[src/design/gopi_pkg.sv]
// Shared types, constants and helpers for the gyro odometry pose integrator.
package gopi_pkg;

  localparam int NUM_REGS = 6;
  localparam logic [2:0] REG_X     = 3'd0;
  localparam logic [2:0] REG_Y     = 3'd1;
  localparam logic [2:0] REG_Z     = 3'd2;
  localparam logic [2:0] REG_ROLL  = 3'd3;
  localparam logic [2:0] REG_PITCH = 3'd4;
  localparam logic [2:0] REG_YAW   = 3'd5;

  localparam logic OP_INTEG = 1'b0;
  localparam logic OP_CLEAR = 1'b1;

  localparam int FIFO_DEPTH = 2;

  localparam logic signed [34:0] PI_Q28      = 35'sd843314857;
  localparam logic signed [34:0] TWO_PI_Q28  = 35'sd1686629714;
  localparam logic signed [34:0] HALF_PI_Q28 = 35'sd421657428;
  localparam logic signed [33:0] GAIN_Q30    = 34'sd652032875;

  localparam int ATAN_LEN = 30;
  localparam int ATAN_IW  = 5;

  localparam logic [19:0] DIV_ANGLE = 20'd62500;
  localparam logic [19:0] DIV_DIST  = 20'd1000000;

  typedef struct packed {
    logic        opcode;
    logic [31:0] dt;
    logic [31:0] rate_roll;
    logic [31:0] rate_pitch;
    logic [31:0] rate_yaw;
    logic [31:0] speed;
  } item_t;

  typedef logic [NUM_REGS-1:0][31:0] cfg_regs_t;

  typedef enum logic [3:0] {
    ST_IDLE,
    ST_MUL,
    ST_DIV,
    ST_WAIT,
    ST_TRIG_LOAD,
    ST_FOLD,
    ST_ROT,
    ST_TRIG_STORE,
    ST_MQ_LO,
    ST_MQ_HI,
    ST_MQ_SUM,
    ST_OUT
  } back_state_t;

  function automatic logic [27:0] atan_q28(input logic [ATAN_IW-1:0] i);
    logic [27:0] v;
    case (i)
      5'd0:  v = 28'd210828714;
      5'd1:  v = 28'd124459457;
      5'd2:  v = 28'd65760959;
      5'd3:  v = 28'd33381290;
      5'd4:  v = 28'd16755422;
      5'd5:  v = 28'd8385879;
      5'd6:  v = 28'd4193963;
      5'd7:  v = 28'd2097109;
      5'd8:  v = 28'd1048571;
      5'd9:  v = 28'd524287;
      5'd10: v = 28'd262144;
      5'd11: v = 28'd131072;
      5'd12: v = 28'd65536;
      5'd13: v = 28'd32768;
      5'd14: v = 28'd16384;
      5'd15: v = 28'd8192;
      5'd16: v = 28'd4096;
      5'd17: v = 28'd2048;
      5'd18: v = 28'd1024;
      5'd19: v = 28'd512;
      5'd20: v = 28'd256;
      5'd21: v = 28'd128;
      5'd22: v = 28'd64;
      5'd23: v = 28'd32;
      5'd24: v = 28'd16;
      5'd25: v = 28'd8;
      5'd26: v = 28'd4;
      5'd27: v = 28'd2;
      5'd28: v = 28'd1;
      default: v = 28'd0;
    endcase
    return v;
  endfunction

  function automatic logic signed [31:0] sat32(input logic signed [63:0] v);
    logic signed [31:0] r;
    if (v > 64'sd2147483647) r = 32'sh7FFFFFFF;
    else if (v < -64'sd2147483648) r = 32'sh80000000;
    else r = v[31:0];
    return r;
  endfunction

  function automatic logic [31:0] mag32(input logic [31:0] v);
    return v[31] ? (~v + 32'd1) : v;
  endfunction

endpackage

[src/design/gopi_fifo.sv]
// Short word queue between the front end and the back end.
module gopi_fifo (
  input  logic            clk,
  input  logic            rst,
  input  logic            push,
  input  gopi_pkg::item_t din,
  output logic            full,
  input  logic            pop,
  output gopi_pkg::item_t dout,
  output logic            empty
);
  import gopi_pkg::*;

  localparam int PW = $clog2(FIFO_DEPTH);

  item_t         mem [FIFO_DEPTH];
  logic [PW-1:0] wr_ptr;
  logic [PW-1:0] rd_ptr;
  logic [PW:0]   count;

  assign full  = (count == (PW+1)'(FIFO_DEPTH));
  assign empty = (count == '0);
  assign dout  = mem[rd_ptr];

  always_ff @(posedge clk) begin
    if (push) mem[wr_ptr] <= din;
  end

  always_ff @(posedge clk) begin
    if (rst) begin
      wr_ptr <= '0;
      rd_ptr <= '0;
      count  <= '0;
    end else begin
      if (push) wr_ptr <= wr_ptr + 1'b1;
      if (pop) rd_ptr <= rd_ptr + 1'b1;
      case ({push, pop})
        2'b10:   count <= count + 1'b1;
        2'b01:   count <= count - 1'b1;
        default: count <= count;
      endcase
    end
  end

endmodule

[config.mk]
export PLATFORM = sky130hd
export DESIGN_NAME = gopi_fifo
export DESIGN_NICKNAME = d
export VERILOG_FILES = /design/src/design/gopi_pkg.sv /design/src/design/gopi_fifo.sv
export SDC_FILE = /design/constraint.sdc
export NUM_CORES = 1
export LEC_CHECK = 0
export BUFFER_PORTS_ARGS = -buffer_cell sky130_fd_sc_hd__clkbuf_2
export CAP_MARGIN = 25
export CELL_PAD_IN_SITES_DETAIL_PLACEMENT = 2
export CELL_PAD_IN_SITES_GLOBAL_PLACEMENT = 2
export CORE_MARGIN = 2
export CORE_UTILIZATION = 39
export DETAILED_ROUTE_END_ITERATION = 10
export GPL_TIMING_DRIVEN = 0
export PLACE_DENSITY_LB_ADDON = 0.1
export RECOVER_POWER = 100
export SLEW_MARGIN = 20
export SYNTH_ARGS = -nofsm -noshare
export SYNTH_HDL_FRONTEND = slang
export SYNTH_SLANG_ARGS = --single-unit
[constraint.sdc]
create_clock -name clk -period 9.8 [get_ports clk]
set_clock_uncertainty 0.2 [all_clocks]
set_input_delay 0.49 -clock clk [delete_from_list [all_inputs] [get_ports clk]]
set_output_delay 0.49 -clock clk [all_outputs]
set_load 0.05 [all_outputs]
-- Word-level counts from Yosys, hierarchy flattened
Memory sizes are Yosys's and may differ from the RTL's. A register that Yosys moved wholly into a read port is not among the register bits.
Cells that the tools add are included.
- register bits: 4
- memory bits (writable): 322
- bits of input ports: 165
- output and inout bits: 163
- word-level logic and storage cells: 18
- memories kept: 1
- add/sub/neg operators: 4
- equality and inequality tests: 3
- mux-type cells: 5
- reduce and logical (&&, ||, !) cells: 2
- memory list (memory ; depth ; width ; rd ports ; clocked after memory_dff ; wr ports ; RTL line ; text):
    mem ; 2 ; 161 ; 1 ; 1 ; 1 ; gopi_fifo.sv:16 ; item_t mem [FIFO_DEPTH];
- operator list (kind ; number):
    == test 2 bit (second input constant) ; 2
    two-way mux 1 bit ; 4
    one-hot mux 2 bit (2 select lines) ; 1
    adder 1 bit (second input constant) ; 2
    adder 2 x 1 -> 2 bit (second input constant) ; 1
    == test 2 x 1 -> 1 bit (second input constant) ; 1
    zero test 2 bit ; 1
    nonzero test 2 bit ; 1
    subtractor 2 x 1 -> 2 bit (second input constant) ; 1

-- Logic depth before layout (Yosys ltp)
- word-level depth: 3
- depth in mapped cells: 5
- gate-level depth less buffers: 5

-- Worst setup path after synthesis
OpenSTA, ideal clock, no wires.
- path type: input -> register
- from: input push
- to: memory mem[0][0] in the netlist's numbering, enable pin
- setup time: 0.688 ns
- data arrival time: 7.289 ns
- data required time: 8.912 ns
- path slack: 1.622 ns
- cell stages on the path: 2
- path buffers: 0
- cell sequence: inv_1 > nor2_1
- word-level cells in the longest chain between the ends: 2
- RTL lines (what ; RTL line ; text):
    from (decl) ; gopi_fifo.sv:5 ; input logic push,
    two-way mux 1 bit ; gopi_fifo.sv:26 ; if (push) mem[wr_ptr] <= din;
    two-way mux 1 bit (not written as such) ; gopi_fifo.sv:26 ;
    to (decl) ; gopi_fifo.sv:16 ;
No other way between the ends.

-- Worst setup path after layout
- from: register wr_ptr
- to: memory mem[0][130] in the netlist's numbering, enable pin
- RTL lines (what ; RTL line ; text):
    from (decl) ; gopi_fifo.sv:17 ; logic [PW-1:0] wr_ptr;
    from (signal assigned) ; gopi_fifo.sv:35 ; if (push) wr_ptr <= wr_ptr + 1'b1;
Straight into the memory's write port.

==> flow_metrics.env <==
export IMPL_nNetsFinal=1226
export IMPL_dp_hpwl_mm=21.4
export IMPL_internal_power_w=0.00258
export IMPL_hold_viol=0
export IMPL_crit_path_max_fanout=25
export IMPL_power_share_clock=0.355
export IMPL_power_share_sequential=0.465
export IMPL_drtPass1Iterations=4
export IMPL_ys_warnings_count=0
export IMPL_drv_cap=6
export IMPL_cts_hold_buf=160
export IMPL_drive_gt1_frac=0.228
export IMPL_die_y_um=181
export IMPL_ios=328
export IMPL_place_ws_ns=7.34
export IMPL_ys_seq_area_frac=0.802
export IMPL_antenna_found_initial=2
export IMPL_synth_area_per_cell_um2=23.3
export IMPL_htreeDepth=2
export IMPL_combPwrFrac=0.180
export IMPL_finalCritPeriodShare=0.557
export IMPL_grt_remaining_overflow=0
export IMPL_finalCriticalPeriod_ns=5.46
export IMPL_hold_start="din[95]"
export IMPL_drc_errors=0
export IMPL_multi_input_area_mm2=0.00225
export IMPL_initial_utilization=0.397
export IMPL_grt_pass1_wl_mm=49.6
export IMPL_dp_cells=1256
export IMPL_clock_sinks=327
export IMPL_violations="max-capacitance violations, max-slew violations"
export IMPL_synth_top_area_frac=0.794
export IMPL_avgRoutedWirePerCell_um=22.2
export IMPL_postRouteAntennaNets=0
export IMPL_die_area_mm2=0.0327
export IMPL_drv_slew=164
export IMPL_grt_use_total=0.199
export IMPL_switching_power_w=0.000994
export IMPL_worstSetupEndpointType="flip-flop"
export IMPL_grt_max_degree=55
export IMPL_clock_path_buffers=3
export IMPL_setup_slack_ns=4.34
export IMPL_clkLatencyLatePin_ns=0.51
export IMPL_routed_wl_mm=32.8
export IMPL_worstMarginPinSlew_ns=2.60
export IMPL_synth_area_leader_cell="edfxtp_1"
export IMPL_final_common_cell="edfxtp_1"
export IMPL_fmax_mhz=183
export IMPL_yosys_register_bits=327
export IMPL_synth_area_leaders="edfxtp_1 79%, mux2_4 11%, mux2_2 6.6%"
export IMPL_setup_violations_final=0
export IMPL_cts_setup_buffers=0
export IMPL_start_kind="flip-flop"
export IMPL_final_area_mm2=0.0166
export IMPL_status="finished with violations"
export IMPL_rows=64
export IMPL_synthToLayoutAreaGrowth_pct=36.6
export IMPL_regArea_mm2=0.00977
export IMPL_rsz0062_at_grt="false"
export IMPL_gp_congestion=0.736
export IMPL_p_leak_nw=5.80
export IMPL_cts_root_buf="clkbuf_16"
export IMPL_fillCellCount=2842
export IMPL_arrival_ns=5.36
export IMPL_clk_pin_slew_worst_paths_ns=0.06
export IMPL_layout_cells_non_filler=1478
export IMPL_crit_path_start="wr_ptr$_SDFFE_PP0P_"
export IMPL_syn_cell_area_mm2=0.0122
export IMPL_core_area_mm2=0.0307
export IMPL_critPathKind="reg2reg"
export IMPL_final_cell_mix="322 x edfxtp_1, 320 x clkbuf_1, 161 x dlygate4sd3_1"
export IMPL_post_cts_resized=0
export IMPL_power_w=0.00357
export IMPL_p_sw_frac=0.279
export IMPL_cts_buffers=37
export IMPL_r2r_start="wr_ptr$_SDFFE_PP0P_"
export IMPL_ir_worst_vdd_mv=0.179
export IMPL_via_per_inst=4.68
export IMPL_portBuffers=327
export IMPL_fin_hold_ws_ns=0.0575
export IMPL_cp_data_required_time_ns=9.70
export IMPL_dieWidth_um=181
export IMPL_synth_cells=523
export IMPL_synth_cell_types=16
export IMPL_synthesis_nets=689
export IMPL_cts_tree="built"
export IMPL_place_area_mm2=0.0146
export IMPL_num_vias=6923
export IMPL_hold_class="in2reg"
export IMPL_first_iter_violations=326
export IMPL_slew_limit_headroom=-0.736
export IMPL_power_density_mw_per_mm2=215
export IMPL_grt_pass1_vias=8148
-- path summary, 6_finish.rpt --
path | cells after the start | slack, ns | endpoint
setup / recovery | 4 | 4.34 | mem[0][130]$_DFFE_PP_
hold reg to reg | 2 | 0.32 | flip-flop
hold / removal | 1 | 0.06 | mem[0][95]$_DFFE_PP_
setup reg to reg | 4 | 4.34 | mem[0][130]$_DFFE_PP_
-- final cells by class --
class | instances | area share
Sequential cell | 327 | 0.587
Clock inverter | 14 | 0.00534
Timing Repair Buffer | 498 | 0.177
Antenna cell | 1 | 0.000150
Multi-Input combinational cell | 177 | 0.135
Buffer | 18 | 0.00406
Clock buffer | 46 | 0.0603
Inverter | 1 | 0.000226
Tap cell | 396 | 0.0298
-- worst max-delay path, stage by stage, from the launching register on --
cell      delay [ns]
dfxtp_1         0.33
nor2_1          1.13
clkbuf_1        1.18
clkbuf_1        1.01
clkbuf_1        1.18
-- cell families (layout without fill, tap and decap cells) --
| group | after synthesis | count (layout) | synth area share |
|---|---|---|---|
| compound gates | 2 | 2 | 0.000821 |
| fa+ha+maj | 1 | 1 | 0.00103 |
| xor+xnor | 4 | 4 | 0.00288 |
| flops | 327 | 327 | 0.802 |
| mux | 161 | 161 | 0.177 |
| other cells | 0 | 1 | 0 |
| simple gates | 9 | 9 | 0.00360 |
| buf+inv | 19 | 577 | 0.0128 |
-- power by group through the flow --
stage                     clock, W  combinational, W  sequential [W]
after floorplan                  0          0.000458         0.00169
after global placement           0          0.000599         0.00171
after detailed placement         0          0.000636         0.00169
after CTS                  0.00130          0.000692         0.00166
after global routing       0.00136          0.000675         0.00167
final                      0.00127          0.000643         0.00166
-- sequential cells by signal, summed over array words and instances, names as in the netlist, named ones only --
name    count
mem       322
count       2
rd_ptr      1
wr_ptr      1
-- through the flow --
step                TNS, ns   util
floorplan                 0      -
global placement    -328.67  0.467
detailed placement        0  0.475
CTS                       0  0.562
global route              0  0.542
finish                    0  0.542
-- layer usage --
metal	global-route usage	vias up	wire [um]
met1	0.225	3474	12000
met4	0.0481	2	582
met5	0	-	13
li1	-	3157	-
met2	0.369	247	17800
met3	0.0558	43	2390
-- cells in the mapped netlist (all sizes together) --
cell type	count
xor2	1
edfxtp	322
mux2	161
ha	1
and2b	1
dfxtp	5
or3	1
a21oi	1
xnor2	3
nor2	6
o21ai	1
and2	1
inv	1
buf	18
No activity file was read; power rests on OpenSTA's default activity.
