`src/design/gopi_pkg.sv`:
```
// Shared types, constants and helpers for the gyro odometry pose integrator.
package gopi_pkg;

  localparam int NUM_REGS = 6;
  localparam logic [2:0] REG_X     = 3'd0;
  localparam logic [2:0] REG_Y     = 3'd1;
  localparam logic [2:0] REG_Z     = 3'd2;
  localparam logic [2:0] REG_ROLL  = 3'd3;
  localparam logic [2:0] REG_PITCH = 3'd4;
  localparam logic [2:0] REG_YAW   = 3'd5;

  localparam logic OP_INTEG = 1'b0;
  localparam logic OP_CLEAR = 1'b1;

  localparam int FIFO_DEPTH = 2;

  localparam logic signed [34:0] PI_Q28      = 35'sd843314857;
  localparam logic signed [34:0] TWO_PI_Q28  = 35'sd1686629714;
  localparam logic signed [34:0] HALF_PI_Q28 = 35'sd421657428;
  localparam logic signed [33:0] GAIN_Q30    = 34'sd652032875;

  localparam int ATAN_LEN = 30;
  localparam int ATAN_IW  = 5;

  localparam logic [19:0] DIV_ANGLE = 20'd62500;
  localparam logic [19:0] DIV_DIST  = 20'd1000000;

  typedef struct packed {
    logic        opcode;
    logic [31:0] dt;
    logic [31:0] rate_roll;
    logic [31:0] rate_pitch;
    logic [31:0] rate_yaw;
    logic [31:0] speed;
  } item_t;

  typedef logic [NUM_REGS-1:0][31:0] cfg_regs_t;

  typedef enum logic [3:0] {
    ST_IDLE,
    ST_MUL,
    ST_DIV,
    ST_WAIT,
    ST_TRIG_LOAD,
    ST_FOLD,
    ST_ROT,
    ST_TRIG_STORE,
    ST_MQ_LO,
    ST_MQ_HI,
    ST_MQ_SUM,
    ST_OUT
  } back_state_t;

  function automatic logic [27:0] atan_q28(input logic [ATAN_IW-1:0] i);
    logic [27:0] v;
    case (i)
      5'd0:  v = 28'd210828714;
      5'd1:  v = 28'd124459457;
      5'd2:  v = 28'd65760959;
      5'd3:  v = 28'd33381290;
      5'd4:  v = 28'd16755422;
      5'd5:  v = 28'd8385879;
      5'd6:  v = 28'd4193963;
      5'd7:  v = 28'd2097109;
      5'd8:  v = 28'd1048571;
      5'd9:  v = 28'd524287;
      5'd10: v = 28'd262144;
      5'd11: v = 28'd131072;
      5'd12: v = 28'd65536;
      5'd13: v = 28'd32768;
      5'd14: v = 28'd16384;
      5'd15: v = 28'd8192;
      5'd16: v = 28'd4096;
      5'd17: v = 28'd2048;
      5'd18: v = 28'd1024;
      5'd19: v = 28'd512;
      5'd20: v = 28'd256;
      5'd21: v = 28'd128;
      5'd22: v = 28'd64;
      5'd23: v = 28'd32;
      5'd24: v = 28'd16;
      5'd25: v = 28'd8;
      5'd26: v = 28'd4;
      5'd27: v = 28'd2;
      5'd28: v = 28'd1;
      default: v = 28'd0;
    endcase
    return v;
  endfunction

  function automatic logic signed [31:0] sat32(input logic signed [63:0] v);
    logic signed [31:0] r;
    if (v > 64'sd2147483647) r = 32'sh7FFFFFFF;
    else if (v < -64'sd2147483648) r = 32'sh80000000;
    else r = v[31:0];
    return r;
  endfunction

  function automatic logic [31:0] mag32(input logic [31:0] v);
    return v[31] ? (~v + 32'd1) : v;
  endfunction

endpackage

```
`src/design/gopi_div.sv`:
```
// Constant divider by 62500 or 1000000: power-of-two shift, then 16-bit digits by 15625.
module gopi_div (
  input  logic        clk,
  input  logic        rst,
  input  logic        start,
  input  logic [63:0] dividend,
  input  logic [19:0] divisor,
  output logic        done,
  output logic [63:0] quot
);
  import gopi_pkg::*;

  localparam int NUM_DIGITS = 4;
  localparam int CW = $clog2(NUM_DIGITS);
  localparam int SHIFT_ANGLE = 2;
  localparam int SHIFT_DIST = 6;
  localparam logic [13:0] DIV_CORE = 14'd15625;
  // ceil(2^44 / 15625); exact for partial dividends below 15625 * 2^16
  localparam logic [30:0] RECIP = 31'd1125899907;

  logic [63:0]   num;
  logic [13:0]   rem;
  logic [59:0]   xprod;
  logic [CW-1:0] cnt;
  logic          phase;
  logic          busy;
  logic [29:0]   xw;
  logic [15:0]   qd;

  // remainder and next digit form the partial dividend; quotient digits shift in below
  assign quot = num;
  assign xw   = {rem, num[63:48]};
  assign qd   = xprod[59:44];

  always_ff @(posedge clk) begin
    if (rst) begin
      busy  <= 1'b0;
      done  <= 1'b0;
      phase <= 1'b0;
      cnt   <= '0;
    end else begin
      done <= 1'b0;
      if (start) begin
        num   <= (divisor == DIV_DIST) ? (dividend >> SHIFT_DIST) : (dividend >> SHIFT_ANGLE);
        rem   <= 14'd0;
        cnt   <= '0;
        phase <= 1'b0;
        busy  <= 1'b1;
      end else if (busy) begin
        if (!phase) begin
          xprod <= 60'(xw) * 60'(RECIP);
          phase <= 1'b1;
        end else begin
          num   <= {num[47:0], qd};
          rem   <= 14'(xw - 30'(qd) * 30'(DIV_CORE));
          cnt   <= cnt + 1'b1;
          phase <= 1'b0;
          if (cnt == CW'(NUM_DIGITS - 1)) begin
            busy <= 1'b0;
            done <= 1'b1;
          end
        end
      end
    end
  end

endmodule

```
`config.mk`:
```
export PLATFORM = sky130hd
export DESIGN_NAME = gopi_div
export DESIGN_NICKNAME = d
export VERILOG_FILES = /design/src/design/gopi_pkg.sv /design/src/design/gopi_div.sv
export SDC_FILE = /design/constraint.sdc
export NUM_CORES = 1
export LEC_CHECK = 0
export BUFFER_PORTS_ARGS = -buffer_cell sky130_fd_sc_hd__buf_2
export CAP_MARGIN = 25
export CORE_ASPECT_RATIO = 0.8
export CORE_MARGIN = 3
export CORE_UTILIZATION = 55
export CTS_CLUSTER_SIZE = 8
export DETAILED_ROUTE_END_ITERATION = 6
export PLACE_DENSITY_LB_ADDON = 0.05
export SLEW_MARGIN = 20
export SYNTH_ARGS = -nofsm -noshare
export SYNTH_HDL_FRONTEND = slang
export SYNTH_SLANG_ARGS = --single-unit
export TNS_END_PERCENT = 30
```
`constraint.sdc`:
```
create_clock -name clk -period 9 [get_ports clk]
set_input_delay 1.8 -clock clk [delete_from_list [all_inputs] [get_ports clk]]
set_output_delay 1.8 -clock clk [all_outputs]
set_load 0.02 [all_outputs]
```
---- After elaboration in Yosys (flattened, before gate mapping) ----
Index checks and enable logic that the tools add are counted.
word-level totals
  bits in registers ....................... 143
  bits of input ports ..................... 87
  output and inout port bits .............. 65
  word-level logic and storage cells ...... 36
operators by class
  equal/unequal tests ..................... 2
  bitwise operators ....................... 4
  reduce and logical (&&, ||, !) cells .... 7
  $add $sub $neg .......................... 2
  $mul .................................... 2
  mux-type cells .......................... 12
operators by type and width
  cell                                                                    count
  64-bit 2-to-1 mux                                                       3
  62-bit 2-to-1 mux                                                       1
  30-bit by 31-bit multiplier with 60-bit output (second input constant)  1
  14-bit 2-to-1 mux                                                       2
  20-bit == test (second input constant)                                  1
  16-bit by 14-bit multiplier with 14-bit output (second input constant)  1
  14-bit subtractor                                                       1
  1-bit 2-to-1 mux                                                        6
  1-bit NOT                                                               4
  4-bit AND reduction                                                     1
  2-bit nonzero test                                                      2
  4-bit OR reduction                                                      1
  3-bit AND reduction                                                     1
  2-bit by 1-bit adder with 2-bit output (second input constant)          1
  2-bit == test (second input constant)                                   1
  2-bit AND reduction                                                     1
  2-bit OR reduction                                                      1

---- Longest topological paths before layout ----
  depth after elaboration ................. 5
  gate-level depth with buffers ........... 25
  gate-level depth less buffers ........... 25

---- Least setup slack after synthesis ----
No wires, ideal clock.
  path type ............................... flip-flop to flip-flop
  start ................................... reg num[51], in the netlist quot[51]
  end ..................................... reg xprod[51], data pin
  library setup time ...................... 0.262 ns
  slack ................................... 1.849 ns
  buffers on the path ..................... 0
  clock period less this slack ............ 7.151 ns
  required time ........................... 8.738 ns
  stages on the path, launching flop included .. 23
  arrival time ............................ 6.889 ns
  cells stage by stage .................... edfxtp_1 > inv_1 > fa_1 > inv_1 > fa_1 > inv_1 > fa_1 > fa_1 > inv_1 > fa_1 > fa_1 > fa_1 > inv_1 > fa_1 > inv_1 > ha_1 > nand4_1 > or4_1 > a211o_1 > a31oi_4 > a21oi_2 > o21bai_1 > xor2_1
between the ends
  longest elaborated chain between the ends .. 1
RTL lines
  what                                            RTL line        text
  start, declared                                 gopi_div.sv:21  logic [63:0] num;
  start signal, assigned                          gopi_div.sv:44  num <= (divisor == DIV_DIST) ? (dividend >> SHIFT_DIST) : (dividend >> SHIFT_ANGLE);
  start signal, assigned                          gopi_div.sv:54  num <= {num[47:0], qd};
  30-bit by 31-bit multiplier with 60-bit output  gopi_div.sv:51  xprod <= 60'(xw) * 60'(RECIP);
  end signal, assigned                            gopi_div.sv:51
  end, declared                                   gopi_div.sv:23  logic [59:0] xprod;
No other way between the ends.
A chain may end at the register's enable or synchronous reset.

---- Final worst setup path ----
  start ................................... reg num[52], in the netlist quot[52]
  end ..................................... reg xprod[59], data pin
The elaborated chain is that of the path after synthesis.

==> results.json <==
{
  "status": "completed",
  "postSynthAreaPerCell_um2": 10.3,
  "nets": 2908,
  "htree_levels": 3,
  "path_buf_inv": 6,
  "relSlewSlack_pct": 25.0,
  "initial_utilization_pct": 56.7,
  "synth_top_area_cell": "fa_1",
  "synth_seq_cells": 99,
  "synthTopCellsByCount": "inv_1 (550), ha_1 (393), fa_1 (328)",
  "synth_top_area_share_pct": 32.7,
  "worst-endpoint-arrival_ns": 8.35,
  "critPathMaxFanout": 7,
  "final_cell_area_um2": 21700,
  "post_dp_cell_area_um2": 21400,
  "portBuffers": 149,
  "die-area_um2": 38900,
  "cts_tree": "yes",
  "setup_tns_ns": 0,
  "synth_seq_area_share_pct": 14.5,
  "grt_setup_unrepaired": "false",
  "antenna_found_initial": 2,
  "holdBufCountCts": 0,
  "rows": 61,
  "wl_um": 54400,
  "overflow": 0,
  "hpwl_um": 48500,
  "fin_crit_ns": 8.26,
  "maxCapViolCount": 0,
  "worstPathRequired_ns": 9.09,
  "syn_nets": 2766,
  "syn2layout_area_growth_pct": 8.06,
  "syn_inst": 1958,
  "min_period_over_period_pct": 91.8,
  "first_pass_iters": 5,
  "cts_setup_buffers": 0,
  "grt_pass1_wl_um": 83700,
  "crit_type": "flip-flop to flip-flop",
  "die_w_um": 220,
  "core_area_um2": 35400,
  "hold_violations": 0,
  "syn_area_um2": 20100,
  "yosysWarnings": 0,
  "synth_ff_type": "edfxtp_1",
  "max_stage_delay_ns": 0.70,
  "numCtsBuffers": 9,
  "synth_most_common_cell": "inv_1",
  "drt_drc_violations_left": 0,
  "drtIter0Drc": 1006,
  "finClkSkew_ns": 0.0164,
  "path_delay_family": "adder cells",
  "setup_violations": 0,
  "critPathSlowestCell": "a2111oi_2",
  "drive_above_1_share_pct": 9.26,
  "end_kind": "flip-flop",
  "clkTransAtPathRegs_ns": 0.08,
  "multi_input_area_um2": 15000,
  "hold_path_class": "flip-flop to flip-flop",
  "crit_top_cell": "fa_1",
  "via_per_inst": 5.47,
  "vias": 14112,
  "clock_latency_ns": 0.36,
  "ys_types": 62,
  "synthTopCellsByArea": "fa_1 (33%), ha_1 (24%), edfxtp_1 (14%), inv_1 (10%), mux2i_1 (2.9%)",
  "grt_max_degree": 127,
  "gr-usage-all-layers_pct": 29.1,
  "worstSetupStartpointType": "flip-flop",
  "finalMaxSlewViolations": 0,
  "path_cells": "inv_1 > fa_1 > inv_1 > fa_1 > inv_1 > fa_1 > inv_1 > fa_1 > fa_1 > fa_1 > fa_1 > inv_1 > fa_1 > inv_1 > ha_1 > a211o_1 > a2111oi_2 > o2111ai_1 > a311oi_2 > o31ai_1 > a221oi_1 > xnor2_1",
  "cts.repair.resized": 0,
  "clock-sinks": 99,
  "cts_buffer_depth": 2,
  "tightest_slew_ns": 1.11,
  "fillers": 3071,
  "grt_pass1_vias": 14842,
  "seq_area_um2": 2920,
  "io_pins": 152,
  "async_flop_share_pct": 0,
  "gp_congestion": 1.02,
  "postRouteAntennaNets": 0,
  "die-height_um": 177,
  "root_buffer": "clkbuf_16",
  "synth_edf_count": 94,
  "avgRoutedWirePerCell_um": 21.1,
  "fmax_ghz": 0.121
}
metal layers:
layer | global-route usage [%] | share of wire (%)
met5 | 0 | 0.050
met1 | 41.9 | 45
met2 | 41.9 | 41
met3 | 11.2 | 11
met4 | 6.54 | 2.3
cells by family after synthesis:
group | Yosys count | share of synthesized area, %
muxes | 59 | 2.94
xor gates and xnor gates | 47 | 2.05
AOI/OAI and AO/OA | 226 | 6.98
and+or+nand+nor | 230 | 5.50
adders and majority gates | 721 | 57.2
buffers and inverters | 576 | 10.8
DFF | 99 | 14.6
tightest hold or removal path, cell delays in order (launching register included):
cell and delay (ns):
dfxtp_1 0.32, mux2i_1 0.14, nor3_1 0.06
path summary, 6_finish.rpt:
kind | startpoint | end | slack [ns] | cells after the start
worst min register to register | cnt[1] | cnt[1] | 0.56 | 2
worst min-delay path | cnt[1] | cnt[1] | 0.56 | 2
worst max-delay path | quot[52] | xprod[59] | 0.74 | 22
worst max register to register | quot[52] | xprod[59] | 0.74 | 22
per-stage QoR:
| step | instances | utilization, % | hold WS (ns) | setup WS [ns] |
|---|---|---|---|---|
| finish | 2578 | 61.3 | 0.560 | 0.742 |
| detailed placement | 2561 | 60.4 | 0.538 | 0.752 |
| global placement | 2561 | 60.4 | 0.525 | 0.809 |
| global route | 2577 | 61.3 | 0.608 | 0.275 |
| floorplan | 1958 | - | 0.504 | 1.85 |
| CTS | 2577 | 61.3 | 0.555 | 0.689 |
placed cells by master (no fill, tap or decap), types with 10 or more instances in the layout:
cell type and count:
a211oi_1 12, mux2i_1 59, o21ai_0 28, edfxtp_1 94, ha_1 393, xor2_1 13, a21oi_1 108, a21o_1 26
xnor2_1 34, buf_2 148, nand4_1 10, nand2_1 42, nor3_1 19, nor2_1 93, fa_1 328, inv_1 550
nand3_1 15
final cells by class:
cell class | count | share of cell area [%]
diodes | 1 | 0.0115
clock buffers | 9 | 1.04
clock inverters | 7 | 0.357
inverters | 550 | 9.51
multi-input cells | 1283 | 69.2
flip-flops and latches | 99 | 13.5
well taps | 472 | 2.72
repair buffers | 157 | 3.74
state kept, by name, summed over array words and instances (netlist names):
register / count
busy: 1
cnt: 2
done: 1
phase: 1
quot: 64
rem: 14
xprod: 16
Power is left out: the tool's default activity adds up to more than one toggle a clock period on the data nets, which glitch-free logic cannot reach.
