[config.mk]
export PLATFORM = sky130hd
export DESIGN_NAME = gopi_front
export DESIGN_NICKNAME = d
export VERILOG_FILES = /design/src/design/gopi_pkg.sv /design/src/design/gopi_front.sv
export SDC_FILE = /design/constraint.sdc
export NUM_CORES = 1
export LEC_CHECK = 0
export ABC_CLOCK_PERIOD_IN_PS = 3900
export BUFFER_PORTS_ARGS = -buffer_cell sky130_fd_sc_hd__buf_2
export CORE_MARGIN = 1.5
export CORE_UTILIZATION = 25
export CTS_CLUSTER_DIAMETER = 50
export CTS_CLUSTER_SIZE = 24
export DETAILED_ROUTE_END_ITERATION = 10
export PLACE_DENSITY = 0.57
export SKIP_LAST_GASP = 1
export SYNTH_ARGS = -nofsm -noshare
export SYNTH_HDL_FRONTEND = slang
export SYNTH_SLANG_ARGS = --single-unit
[constraint.sdc]
create_clock -name clk -period 3.9 [get_ports clk]
set_input_delay 0.585 -clock clk [delete_from_list [all_inputs] [get_ports clk]]
set_output_delay 0.585 -clock clk [all_outputs]
set_load 0.02 [all_outputs]
[src/design/gopi_pkg.sv]
// Shared types, constants and helpers for the gyro odometry pose integrator.
package gopi_pkg;

  localparam int NUM_REGS = 6;
  localparam logic [2:0] REG_X     = 3'd0;
  localparam logic [2:0] REG_Y     = 3'd1;
  localparam logic [2:0] REG_Z     = 3'd2;
  localparam logic [2:0] REG_ROLL  = 3'd3;
  localparam logic [2:0] REG_PITCH = 3'd4;
  localparam logic [2:0] REG_YAW   = 3'd5;

  localparam logic OP_INTEG = 1'b0;
  localparam logic OP_CLEAR = 1'b1;

  localparam int FIFO_DEPTH = 2;

  localparam logic signed [34:0] PI_Q28      = 35'sd843314857;
  localparam logic signed [34:0] TWO_PI_Q28  = 35'sd1686629714;
  localparam logic signed [34:0] HALF_PI_Q28 = 35'sd421657428;
  localparam logic signed [33:0] GAIN_Q30    = 34'sd652032875;

  localparam int ATAN_LEN = 30;
  localparam int ATAN_IW  = 5;

  localparam logic [19:0] DIV_ANGLE = 20'd62500;
  localparam logic [19:0] DIV_DIST  = 20'd1000000;

  typedef struct packed {
    logic        opcode;
    logic [31:0] dt;
    logic [31:0] rate_roll;
    logic [31:0] rate_pitch;
    logic [31:0] rate_yaw;
    logic [31:0] speed;
  } item_t;

  typedef logic [NUM_REGS-1:0][31:0] cfg_regs_t;

  typedef enum logic [3:0] {
    ST_IDLE,
    ST_MUL,
    ST_DIV,
    ST_WAIT,
    ST_TRIG_LOAD,
    ST_FOLD,
    ST_ROT,
    ST_TRIG_STORE,
    ST_MQ_LO,
    ST_MQ_HI,
    ST_MQ_SUM,
    ST_OUT
  } back_state_t;

  function automatic logic [27:0] atan_q28(input logic [ATAN_IW-1:0] i);
    logic [27:0] v;
    case (i)
      5'd0:  v = 28'd210828714;
      5'd1:  v = 28'd124459457;
      5'd2:  v = 28'd65760959;
      5'd3:  v = 28'd33381290;
      5'd4:  v = 28'd16755422;
      5'd5:  v = 28'd8385879;
      5'd6:  v = 28'd4193963;
      5'd7:  v = 28'd2097109;
      5'd8:  v = 28'd1048571;
      5'd9:  v = 28'd524287;
      5'd10: v = 28'd262144;
      5'd11: v = 28'd131072;
      5'd12: v = 28'd65536;
      5'd13: v = 28'd32768;
      5'd14: v = 28'd16384;
      5'd15: v = 28'd8192;
      5'd16: v = 28'd4096;
      5'd17: v = 28'd2048;
      5'd18: v = 28'd1024;
      5'd19: v = 28'd512;
      5'd20: v = 28'd256;
      5'd21: v = 28'd128;
      5'd22: v = 28'd64;
      5'd23: v = 28'd32;
      5'd24: v = 28'd16;
      5'd25: v = 28'd8;
      5'd26: v = 28'd4;
      5'd27: v = 28'd2;
      5'd28: v = 28'd1;
      default: v = 28'd0;
    endcase
    return v;
  endfunction

  function automatic logic signed [31:0] sat32(input logic signed [63:0] v);
    logic signed [31:0] r;
    if (v > 64'sd2147483647) r = 32'sh7FFFFFFF;
    else if (v < -64'sd2147483648) r = 32'sh80000000;
    else r = v[31:0];
    return r;
  endfunction

  function automatic logic [31:0] mag32(input logic [31:0] v);
    return v[31] ? (~v + 32'd1) : v;
  endfunction

endpackage

[src/design/gopi_front.sv]
// Front end: accepts samples, measures the time step and classifies the opcode.
module gopi_front (
  input  logic                clk,
  input  logic                rst,
  input  logic                push,
  output logic                full,
  input  logic                opcode,
  input  logic [31:0]         time_us,
  input  logic [31:0]         rate_roll,
  input  logic [31:0]         rate_pitch,
  input  logic [31:0]         rate_yaw,
  input  logic [31:0]         speed,
  input  logic                q_full,
  output logic                q_push,
  output gopi_pkg::item_t     q_din
);
  import gopi_pkg::*;

  logic [31:0] last_time;
  logic        seen_first;

  assign full   = q_full;
  assign q_push = push && !q_full;

  always_comb begin
    q_din.opcode     = opcode;
    q_din.dt         = (opcode == OP_CLEAR || !seen_first) ? 32'd0 : (time_us - last_time);
    q_din.rate_roll  = rate_roll;
    q_din.rate_pitch = rate_pitch;
    q_din.rate_yaw   = rate_yaw;
    q_din.speed      = speed;
  end

  always_ff @(posedge clk) begin
    if (rst) begin
      last_time  <= 32'd0;
      seen_first <= 1'b0;
    end else if (q_push) begin
      if (opcode == OP_CLEAR) begin
        last_time  <= 32'd0;
        seen_first <= 1'b0;
      end else begin
        last_time  <= time_us;
        seen_first <= 1'b1;
      end
    end
  end

endmodule

## Word level (Yosys, flattened, before mapping)

Index checks and enable logic that the tools add are counted.

- Bits in registers: 33
- Input port bits: 165
- Output and inout port bits: 163
- Word-level logic and storage cells: 10

- $add $sub $neg: 1
- Mux-type cells: 3
- Reductions and logical operators: 4

Operators by type and width:

| operator | count |
|---|---|
| $mux 32 | 2 |
| $sub 32x32->32 | 1 |
| $logic_not 1->1 | 2 |
| $logic_and 1x1->1 | 1 |
| $logic_or 1x1->1 | 1 |
| $mux 1 | 1 |

## Longest topological paths before layout

Gate-level depths: netlist (run 1).

- Word-level depth: 3
- Depth in mapped cells: 11
- Gate-level depth less buffers: 11

## Least setup slack after synthesis (run 1)

OpenSTA, ideal clock, no wires.

- Kind: input to output
- Start point: in time_us[4]
- End point: out q_din[159] (netlist name)
- Arrival time: 2609 ps
- Data required time: 3315 ps
- Path slack: 706 ps
- Stages on the path: 9
- Path buffers: 0
- Path through: ha_1 a21o_1 a211o_1 o211ai_2 o211ai_2 o31a_1 o31a_1 o21ai_1 nor3b_2

RTL lines:

| what | RTL line | source |
|---|---|---|
| from (decl) | gopi_front.sv:8 | `input logic [31:0] time_us,` |
| to (decl) | gopi_front.sv:15 | `output gopi_pkg::item_t q_din` |

==> results of run 1 <==
worst max-delay path, stage by stage:
cell and delay (ps):
buf_2 70, inv_1 50, ha_1 210, fa_1 380
nor2b_1 200, o31a_1 230, nor3_1 80, o21ai_0 310
a21oi_1 180, o211ai_1 310, xnor2_1 160, nor2_1 50
buf_2 170
power by group through the flow:
stage	logic (mW)	clock network [mW]	registers [mW]
CTS	0.381	0.438	0.353
global route	0.424	0.448	0.354
detailed placement	0.379	0	0.360
global placement	0.380	0	0.360
finish	0.380	0.426	0.353
floorplan	0.465	0	0.359
cells in the mapped netlist (7+ instances only):
| cell type | n |
|---|---|
| a21oi_1 | 57 |
| nor2_1 | 45 |
| nand3b_1 | 30 |
| nand4_1 | 7 |
| nand2b_1 | 7 |
| o21ai_0 | 16 |
| buf_4 | 130 |
| inv_1 | 36 |
| ha_1 | 32 |
| nand3_1 | 10 |
| dfxtp_1 | 33 |
| a21o_1 | 15 |
| xor2_1 | 15 |
| nand2_1 | 49 |
| xnor2_1 | 13 |
| clkbuf_1 | 25 |
logic make-up after synthesis:
logic type / share of synthesized area
AO/OA/AOI/OAI: 0.200
AND/OR/NAND/NOR: 0.204
XOR/XNOR: 0.0573
flip-flops: 0.154
buffers and inverters: 0.286
adder cells (fa/ha/maj): 0.0982
layout make-up:
class / instances / area (um^2)
fill: 1872 / 12600
inverter: 36 / 135
clock buffer: 7 / 153
tap: 220 / 275
sequential: 33 / 661
multi-input combinational: 366 / 2390
timing repair buffer: 76 / 393
clock inverter: 1 / 5.00
placed cells by master (no fill, tap or decap), drive strengths merged, types with 2 or more instances in the layout:
master,count
or3,4
a31o,2
a31oi,6
and2,6
o21ai,18
nand3b,30
nand2,49
a211oi,5
o31ai,2
inv,36
o211ai,6
o21a,6
nor2b,5
clkbuf,7
nor3,6
a21oi,57
o31a,4
ha,32
nand2b,7
dfxtp,33
nor2,45
nand3,10
o21bai,2
a21o,16
xnor2,13
o2111ai,2
xor2,15
nand4,7
a211o,2
buf,76
registers in the layout, summed over array words and instances (netlist names):
register	cells
last_time	32
seen_first	1
final timing paths:
kind | slack (ps) | endpoint | start
worst max register to register | 3240 | seen_first$_SDFFE_PP0P_ | seen_first$_SDFFE_PP0P_
worst min register to register | 450 | last_time[9]$_SDFFE_PP0P_ | last_time[9]$_SDFFE_PP0P_
worst min-delay path | 450 | last_time[9]$_SDFFE_PP0P_ | last_time[9]$_SDFFE_PP0P_
worst max-delay path | 330 | q_din[152] | time_us[0]
metal layers:
layer | share of wire | wire, um
met1 | 0.43 | 4850
met5 | 0 | 0
met2 | 0.44 | 4940
met3 | 0.081 | 916
met4 | 0.053 | 599
through the flow:
stage	utilization	power, mW	worst slack, ps	instances
after global routing	0.241	1.23	72.6	739
final	0.241	1.16	325	739
after global placement	0.232	0.740	374	731
after CTS	0.241	1.17	285	739
after floorplan	-	0.824	706	595
after detailed placement	0.232	0.739	296	731
==> results.sh, run 1 <==
export IMPL_clk_pin_slew_worst_paths_ps=50
export IMPL_post_drt_wl_per_cell_um=15.3
export IMPL_postSynthAreaPerCell_um2=7.19
export IMPL_final_layout_size_suffix_gt1_frac=0.183
export IMPL_final_setup_skew_ps=0
export IMPL_overflow=0
export IMPL_stdcell_area_um2=4020
export IMPL_worst_hold_slack_ps=449
export IMPL_htree_num_levels=2
export IMPL_grt_pass1_vias=3462
export IMPL_clkPwrFrac=0.368
export IMPL_yosys_area_top_type="buf_4"
export IMPL_viasPerCell=4.72
export IMPL_p_comb_frac=0.328
export IMPL_antenna_found_initial=1
export IMPL_finalSetupViolCount=0
export IMPL_cts_resized=0
export IMPL_hold_class="flip-flop to flip-flop"
export IMPL_ant_nets=0
export IMPL_grt_max_degree=36
export IMPL_fin_nets=716
export IMPL_vdd_ir_drop_max_mv=0.143
export IMPL_worst_setup_path_type="input pin to output pin"
export IMPL_r2r_cells=2
export IMPL_netlist_top_cells_area="buf_4 (23%), dfxtp_1 (15%), ha_1 (9.4%)"
export IMPL_max_freq_ghz=0.280
export IMPL_power_density_nw_per_um2=289
export IMPL_coreArea_um2=16600
export IMPL_dieArea_um2=17900
export IMPL_p_switching_mw=0.391
export IMPL_outcome="complete, no violations"
export IMPL_clkLatencyLatePin_ps=280
export IMPL_dp_hpwl_um=8760
export IMPL_die_y_um=134
export IMPL_clock_sink_count=33
export IMPL_track_usage=0.126
export IMPL_maxSlewViolCount=0
export IMPL_synth_distinct_cells=45
export IMPL_syn_nets=793
export IMPL_cp_start_kind="input pin"
export IMPL_post_dp_cell_area_um2=3860
export IMPL_use_met2=0.201
export IMPL_cts_tree="yes"
export IMPL_ys_warn_count=0
export IMPL_p_leak_nw=1.61
export IMPL_die_w_um=134
export IMPL_period_share=0.917
export IMPL_period_minus_slack_ps=3570
export IMPL_synth_seq_cells=33
export IMPL_hold_depth=2
export IMPL_p_int_mw=0.768
export IMPL_clock_root_buffer="clkbuf_16"
export IMPL_drcViolationCount=0
export IMPL_wl_um=11300
export IMPL_gp_congestion=0.818
export IMPL_p_seq_frac=0.304
export IMPL_start_util=0.257
export IMPL_critPathMaxFanout=4
export IMPL_post_cts_setup_buffers=0
export IMPL_cts_inserted_buffers=5
export IMPL_grt_pass1_wl_um=18000
export IMPL_synth_flop_cell="dfxtp_1"
export IMPL_antenna_cells=0
export IMPL_worstPathArrival_ps=2990
export IMPL_worst_setup_path_end_kind="output pin"
export IMPL_met1_usage=0.145
export IMPL_yosys_area_top_type_share=0.228
export IMPL_cp_required_ps=3310
export IMPL_setup_tns_ps=0
export IMPL_maxCapViolCount=0
export IMPL_syn_to_final_growth_pct=-6.20
export IMPL_hold_viol=0
export IMPL_yosysSeqAreaShare=0.154
export IMPL_max_slew_margin=0.543
export IMPL_postCtsHoldBufs=0
export IMPL_syn_area_um2=4280
export IMPL_first_iter_violations=157
export IMPL_pin_count=328
export IMPL_grt_use_met3=0.0446
export IMPL_vias=3487
export IMPL_port_buffers=71
export IMPL_dr_pass1_iters=4
export IMPL_p_sw_frac=0.337
export IMPL_ys_async_sr_fraction=0
export IMPL_max_clock_path_buffers=2
export IMPL_synth_edf_count=0
export IMPL_grt_setup_unrepaired="no"
export IMPL_row_count=47
export IMPL_synth_cells=595
export IMPL_tightestPinTransition_ps=685
export IMPL_top_usage_layer="met2"
Note: power is estimated with default switching activity, not from simulation.
==> inputs of run 2 (changes only) <==
--- a/config.mk
+++ b/config.mk
@@ -5,7 +5,7 @@
 export SDC_FILE = /design/constraint.sdc
 export NUM_CORES = 1
 export LEC_CHECK = 0
-export ABC_CLOCK_PERIOD_IN_PS = 3900
+export ABC_CLOCK_PERIOD_IN_PS = 4450
 export BUFFER_PORTS_ARGS = -buffer_cell sky130_fd_sc_hd__buf_2
 export CORE_MARGIN = 1.5
 export CORE_UTILIZATION = 25
==> constraint.sdc (replaced) <==
create_clock -name clk -period 4.45 [get_ports clk]
set_input_delay 0.6675 -clock clk [delete_from_list [all_inputs] [get_ports clk]]
set_output_delay 0.6675 -clock clk [all_outputs]
set_load 0.02 [all_outputs]
==> run 2 against run 1 <==
  * Clock power fell by 3%
  * Worst setup slack better by 360 ps
  * Hold slack improved by 2.0 ps
  * Power down 9.2%
  * Wire length is 0.72% lower
  * Count of clock-buffer cells in the layout stayed put
  * Sequential power is 12% lower
  * Sequential share of layout area stayed put
  * Critical path type unchanged
  * Largest cell class unchanged
  * Highest routed layer unchanged
==> results.sh, run 2 (synthesis gave the netlist of run 1 again) <==
export IMPL_outcome="complete, no violations"
export IMPL_drcViolationCount=0
export IMPL_layout_common_cells="buf_2 (71), a21oi_1 (57), nand2_1 (49), nor2_1 (45), inv_1 (36)"
export IMPL_cts_inserted_buffers=5
export IMPL_final_setup_skew_ps=0
export IMPL_final_layout_size_suffix_gt1_frac=0.178
export IMPL_grt_pass1_wl_um=17600
export IMPL_dieArea_um2=17900
export IMPL_registers_top_by_ff_count="last_time"
export IMPL_worst_hold_slack_ps=451
export IMPL_clock_sink_count=33
export IMPL_clock_root_buffer="clkbuf_16"
export IMPL_path_buf_inv=2
export IMPL_p_leak_nw=1.60
export IMPL_cp_top_family="compound AO/OA/AOI/OAI gates"
export IMPL_period_minus_slack_ps=3760
export IMPL_maxSlewViolCount=0
export IMPL_worst_setup_path_end_kind="output pin"
export IMPL_p_int_mw=0.714
export IMPL_reg_top3="last_time x32, seen_first x1"
export IMPL_post_drt_wl_per_cell_um=15.2
export IMPL_worst_setup_path_type="input pin to output pin"
export IMPL_period_share=0.846
export IMPL_max_freq_ghz=0.266
export IMPL_worstPathArrival_ps=3100
export IMPL_fin_nets=714
export IMPL_grt_setup_unrepaired="no"
export IMPL_grt_max_degree=36
export IMPL_cts_resized=0
export IMPL_gp_congestion=0.801
export IMPL_post_cts_setup_buffers=0
export IMPL_overflow=0
export IMPL_die_y_um=134
export IMPL_max_clock_path_buffers=2
export IMPL_p_total_mw=1.05
export IMPL_grt_pass1_vias=3396
export IMPL_coreArea_um2=16600
export IMPL_vias=3449
export IMPL_fin_ws_ps=687
export IMPL_wl_um=11200
export IMPL_finalSetupViolCount=0
export IMPL_maxCapViolCount=0
export IMPL_dr_pass1_iters=4
export IMPL_die_w_um=134
export IMPL_cp_required_ps=3780
export IMPL_track_usage=0.124
export IMPL_p_comb_frac=0.314
export IMPL_p_sw_frac=0.322
export IMPL_setup_tns_ps=0
export IMPL_p_switching_mw=0.339
export IMPL_clkPwrFrac=0.393
export IMPL_hold_class="flip-flop to flip-flop"
export IMPL_critPathSlowestCell="o31a_1"
export IMPL_cp_cell_sequence="buf_2 > ha_1 > nor2b_1 > o31a_1 > o31ai_2 > a31oi_2 > o31a_1 > a21boi_1 > xor2_1 > nor2_1 > buf_2"
export IMPL_htree_num_levels=2
export IMPL_critPathMaxFanout=5
export IMPL_p_seq_frac=0.294
export IMPL_layout_commonest_cell="buf_2"
export IMPL_slowest_delay_ps=370
export IMPL_first_iter_violations=127
export IMPL_ant_nets=0
export IMPL_syn_to_final_growth_pct=-6.20
export IMPL_viasPerCell=4.68
export IMPL_hold_viol=0
export IMPL_row_count=47
export IMPL_cp_start_kind="input pin"
export IMPL_start_util=0.257
export IMPL_tightestPinTransition_ps=695
export IMPL_pin_count=328
export IMPL_clk_pin_slew_worst_paths_ps=50
export IMPL_port_buffers=71
export IMPL_fin_util=0.241
export IMPL_cts_tree="yes"
export IMPL_power_density_nw_per_um2=262
export IMPL_antenna_found_initial=0
export IMPL_largest_reg_flops=32
export IMPL_max_slew_margin=0.537
export IMPL_place_ws_ps=682
export IMPL_postCtsHoldBufs=0
export IMPL_fill_cells=1866
export IMPL_clkLatencyLatePin_ps=280
export IMPL_antenna_cells=0
export IMPL_dp_hpwl_um=8730
export IMPL_vdd_ir_drop_max_mv=0.142
[run 2: cell types whose count changed in the layout (fill, tap and decap cells not counted)]
cell	change
clkinv_2	-1
bufinv_16	+1
clkbuf_8	-1
buf_4	-2
clkbuf_1	+1
[run 2: metrics by stage]
stage | instance area, um^2 | instances
6_report | 4020 | 737
5_1_grt | 4020 | 737
4_1_cts | 4020 | 737
3_5_place_dp | 3840 | 729
3_3_place_gp | 3840 | 729
2_1_floorplan | 4280 | 595
[run 2: power groups by stage]
stage	registers, mW	logic (mW)	clock network (mW)
3_3_place_gp	0.315	0.332	0
2_1_floorplan	0.315	0.407	0
5_1_grt	0.310	0.368	0.435
6_report	0.309	0.330	0.413
3_5_place_dp	0.316	0.329	0
4_1_cts	0.309	0.331	0.427
[run 2: path summary, 6_finish.rpt]
path | startpoint | end | slack (ps) | cells after the start
worst max register to register | seen_first$_SDFFE_PP0P_ | seen_first$_SDFFE_PP0P_ | 3800 | 2
worst min register to register | last_time[14]$_SDFFE_PP0P_ | last_time[14]$_SDFFE_PP0P_ | 450 | 2
worst min-delay path | last_time[14]$_SDFFE_PP0P_ | last_time[14]$_SDFFE_PP0P_ | 450 | 2
worst max-delay path | time_us[2] | q_din[154] | 690 | 11
[run 2: worst register-to-register path: cells and delay by family (launching register included)]
kind / cells / cell delay, ps
flops: 1 / 330
compound gates: 1 / 200
simple gates: 1 / 50
[run 2: cell type report]
cell class / count / area (um^2) / area share
clock buffers: 7 / 143 / 0.0355
clock inverters: 1 / 30.0 / 0.00748
inverters: 36 / 135 / 0.0337
multi-input cells: 366 / 2390 / 0.596
flip-flops and latches: 33 / 661 / 0.165
well taps: 220 / 275 / 0.0686
repair buffers: 74 / 378 / 0.0941
[run 2: routing by layer]
metal,vias to the layer above,part of all wire,GRT usage
met5,-,0,0
met4,0,0.054,0.0761
met3,65,0.091,0.0491
met2,114,0.44,0.198
met1,1565,0.42,0.139
li1,1705,-,-
